===== src/hdl/pmfw_pkg.sv =====
// shared constants, command codes and request/result types for the frame store writer
package pmfw_pkg;

	localparam int PANEL_WIDTH   = 400;
	localparam int PANEL_HEIGHT  = 300;
	localparam int ROWS_OF_TILES = (PANEL_HEIGHT + 3) / 4;
	localparam int COLUMN_PAIRS  = (PANEL_WIDTH + 1) / 2;
	localparam int FRAME_BYTES   = COLUMN_PAIRS * ROWS_OF_TILES;
	localparam int ADDR_W        = $clog2(FRAME_BYTES);

	localparam logic [15:0] BLACK_LIMIT = 16'h7FFF;

	typedef enum logic [1:0] {
		CMD_MONO = 2'd0,
		CMD_RGB  = 2'd1,
		CMD_FILL = 2'd2,
		CMD_READ = 2'd3
	} cmd_t;

	typedef struct packed {
		cmd_t        cmd;
		logic [9:0]  pixel_x;
		logic [9:0]  pixel_y;
		logic        black_pixel;
		logic [15:0] rgb_value;
		logic [7:0]  fill_byte;
		logic [13:0] read_index;
	} req_t;

	typedef struct packed {
		logic [7:0]  frame_byte;
		logic [13:0] byte_index;
		logic        read_valid;
	} result_t;

	// controller to datapath
	typedef struct packed {
		logic load;
		logic pix_rd;
		logic pix_wr;
		logic fill_wr;
		logic rd_req;
	} dp_cmd_t;

	// datapath to controller
	typedef struct packed {
		cmd_t in_cmd;
		logic pix_ok;
		logic rd_ok;
		logic fill_last;
	} dp_status_t;

endpackage


===== src/hdl/pmfw_ctrl.sv =====
// command sequencer for pixel, fill and read requests
module pmfw_ctrl (
	input  logic                clk,
	input  logic                arst_n,
	input  logic                start,
	input  pmfw_pkg::dp_status_t status,
	output pmfw_pkg::dp_cmd_t   cmd,
	output logic                busy,
	output logic                done
);
	import pmfw_pkg::*;

	typedef enum logic [2:0] {
		ST_IDLE,
		ST_PIX_RD,
		ST_PIX_WR,
		ST_FILL,
		ST_RD_REQ,
		ST_RD_OUT
	} state_t;

	state_t state_q;

	always_ff @(posedge clk or negedge arst_n) begin
		if (!arst_n) begin
			state_q <= ST_IDLE;
		end else begin
			unique case (state_q)
				ST_IDLE: begin
					if (start) begin
						unique case (status.in_cmd)
							CMD_MONO, CMD_RGB: state_q <= ST_PIX_RD;
							CMD_FILL:          state_q <= ST_FILL;
							CMD_READ:          state_q <= ST_RD_REQ;
							default:           state_q <= ST_IDLE;
						endcase
					end
				end
				ST_PIX_RD: state_q <= status.pix_ok ? ST_PIX_WR : ST_IDLE;
				ST_PIX_WR: state_q <= ST_IDLE;
				ST_FILL: begin
					if (status.fill_last) begin
						state_q <= ST_IDLE;
					end
				end
				ST_RD_REQ: state_q <= ST_RD_OUT;
				ST_RD_OUT: state_q <= ST_IDLE;
				default:   state_q <= ST_IDLE;
			endcase
		end
	end

	always_comb begin
		cmd         = '0;
		cmd.load    = (state_q == ST_IDLE) && start;
		cmd.pix_rd  = (state_q == ST_PIX_RD) && status.pix_ok;
		cmd.pix_wr  = (state_q == ST_PIX_WR);
		cmd.fill_wr = (state_q == ST_FILL);
		cmd.rd_req  = (state_q == ST_RD_REQ) && status.rd_ok;
	end

	assign busy = (state_q != ST_IDLE);
	assign done = (state_q == ST_RD_OUT);

endmodule


===== config.mk =====
export PLATFORM = sky130hd
export DESIGN_NAME = pmfw_ctrl
export DESIGN_NICKNAME = d
export VERILOG_FILES = /design/src/hdl/pmfw_pkg.sv /design/src/hdl/pmfw_ctrl.sv
export SDC_FILE = /design/constraint.sdc
export NUM_CORES = 1
export LEC_CHECK = 0
export ABC_AREA = 1
export BUFFER_PORTS_ARGS = -buffer_cell sky130_fd_sc_hd__buf_2
export CORE_AREA = 2 2 39 41
export DETAILED_ROUTE_END_ITERATION = 8
export DIE_AREA = 0 0 41 43
export SYNTH_ARGS = -nofsm -noshare
export SYNTH_HDL_FRONTEND = slang
export SYNTH_SLANG_ARGS = --single-unit

===== constraint.sdc =====
create_clock -name clk -period 1.8 [get_ports clk]
set_input_delay 0.09 -clock clk [delete_from_list [all_inputs] [get_ports clk]]
set_output_delay 0.09 -clock clk [all_outputs]
set_load 0.02 [all_outputs]

==> metrics.cfg <==
[power]
seqPwrFrac=0.261
switchingPower_uw=282
sw_frac_of_total=0.494
comb_power_share=0.537
power.internal_uw=289
power_frac_clock=0.202
leakagePower_uw=0.000221
ir_worst_vdd_v=0.000286
pwr_density_cell_nw_per_um2=1620

[drt]
wirelength_um=519
drtPass1Iterations=2
wl_per_cell_um=7.52
drtIter0Drc=1
routed_via_density=3.77
post-route-drc-count=0
postRouteAntennaNets=0
vias=260

[yosys]
synth_area_leaders=dfrtp_1 (33%), inv_1 (9.9%), nand2_1 (9.9%)
synth_edf_count=0
async_flop_share=1.00
yosys.area.top_type_share=0.331
syn-cell-area_um2=226
syn_avg_cell_area_um2=6.66
seq_area_frac_synth=0.331
synth_nets=42
yosys_warnings=0
yosysTopAreaCell=dfrtp_1
ys_seq_elements=3
ys.flop_type=dfrtp_1
synth_top_cells_by_count=inv_1 (6), nand2_1 (6), nor2_1 (4)
postSynthCellCount=34
synth.distinct_cells=15

[cells_and_area]
drive_gt1_frac=0.472
top_regs=state_q x3
layout.nets=62
area_growth_syn_to_layout_pct=55.8
finalNonFillerCells=69
antennaDiodeCount=0
largest_reg_flops=3
regMostFlops=state_q

[floorplan]
die_w_um=41
fp.dieArea_um2=1760
ios=15
die_h_um=43
start_util=0.164
num_rows=14
core_area_um2=1380

[global_route]
track_usage=0.0804
grt_pass1_vias=271
grt_pass1_wl_um=897
grt_overflow=0
grt_max_degree=8
antenna_found_initial=0

[placement]
portBuffers=14
dp_cells=64
dp_hpwl_um=454
gp_congestion=0.634

[sta]
skew_ns=0.000629
tightestPinTransition_ns=0.261
hold_viol=0
tns_ns=0
rsz0062_at_grt=no
timing.fmax_mhz=777
maxSlewViolCount=0
finalSetupViolations=0
fin_crit_ns=1.29
min_period_over_period=0.715
maxSlewHeadroom=0.826

[clock_tree]
cts_tree=built
cts.sinks=3
cts_buffers=3
ctsResizeCount=0
clk-insertion-delay-late_ns=0.23
clock_tree.root_cell=clkbuf_4
clkTransAtPathRegs_ns=0.04
h-tree-depth=1
post-cts-setup-buffers=0
clockBufferDepth=2

[critical_path]
cpMaxStageDelayCell=dfrtp_1
path_delay_family=flip-flops
path_cells=nor2_2 > nand2_1 > nor2_1 > buf_2
rr_worst_depth=6
critPathKind=reg -> out
worst-path-stages=4
reg2reg_from=state_q[1]
arrival_ns=1.20
crit_path_max_incr_delay_ns=0.41
crit_path_end_kind=output pin
cp-start-kind=flip-flop
reg2reg_slack_ns=0.74
path_max_fanout=6
required_ns=1.71
r2r_end=state_q[1]
cp.buffers_inverters=1

[outcome]
status=completed

[worst_hold_path]
hold_depth=4
min_to=state_q[1]
min_path_type=in -> reg
hp-start=status[0]

[job]
cap_violations=0

## logic make-up (layout without fill, tap and decap cells)
kind of cell / after synthesis / in the layout / synth area share
simple gates: 20 / 20 / 0.470
buf+inv: 8 / 27 / 0.133
flops: 3 / 3 / 0.331
compound gates: 3 / 3 / 0.0663
## worst register-to-register path, delay by kind of cell (launching register included)
family        cells  cell delay [ns]
buf+inv           1             0.03
flops             1             0.41
simple gates      5             0.49
## power groups by stage
stage	clock network [uW]	logic, uW	registers, uW
floorplan	0	227	141
global placement	0	306	150
detailed placement	0	309	152
CTS	123	312	151
global route	131	340	154
finish	115	306	149
## layer usage
layer / share of wire / vias up / wire (um) / track usage
met2: 0.51 / 8 / 264 / 0.125
met4: 0 / 0 / 0 / 0.0800
met3: 0.077 / 0 / 40 / 0.0471
li1: - / 141 / - / -
met5: 0 / - / 0 / 0
met1: 0.41 / 111 / 215 / 0.0613
## area by class of cell
cell class,instances,area [um2]
Clock buffer,4,26.3
Fill cell,156,1030
Inverter,8,30.0
Multi-Input combinational cell,23,121
Sequential cell,3,75.1
Tap cell,16,20.0
Timing Repair Buffer,15,80.1
## placed cells by master (no fill, tap or decap), drive strengths merged
cell	n
and3	1
buf	14
clkbuf	4
dfrtp	3
dlygate4sd3	1
inv	8
nand2	9
nand3	2
nand4	1
nor2	6
nor3	1
o21ai	3
## per-stage QoR
stage | hold slack (ns) | total power [uW] | cell area [um2] | util | worst slack (ns)
after global routing | 0.161 | 625 | 353 | 0.255 | 0.425
after floorplan | -0.206 | 369 | 226 | - | 0.599
after detailed placement | -0.108 | 461 | 317 | 0.229 | 0.733
after global placement | -0.109 | 455 | 317 | 0.229 | 0.750
after CTS | 0.138 | 586 | 353 | 0.255 | 0.480
final | 0.142 | 571 | 353 | 0.255 | 0.513
## repair_timing
| action | 4_1_cts | 5_1_grt |
|---|---|---|
| hold buffers | 1 | 0 |
| hold endpoints to repair | 3 | 0 |
| endpoints found under the setup margin | 0 | 0 |
## how the worst max path moves through the flow
stage | startpoint | to | slack, ns
6_report | state_q[1] | cmd[4] | 0.51
2_1_floorplan | state_q[1] | cmd[4] | 0.60
4_1_cts | state_q[1] | cmd[4] | 0.48
3_5_place_dp | state_q[1] | state_q[1] | 0.73
5_1_grt | state_q[1] | cmd[4] | 0.43
3_3_place_gp | state_q[1] | cmd[4] | 0.75
No activity file was read; power rests on OpenSTA's default activity.
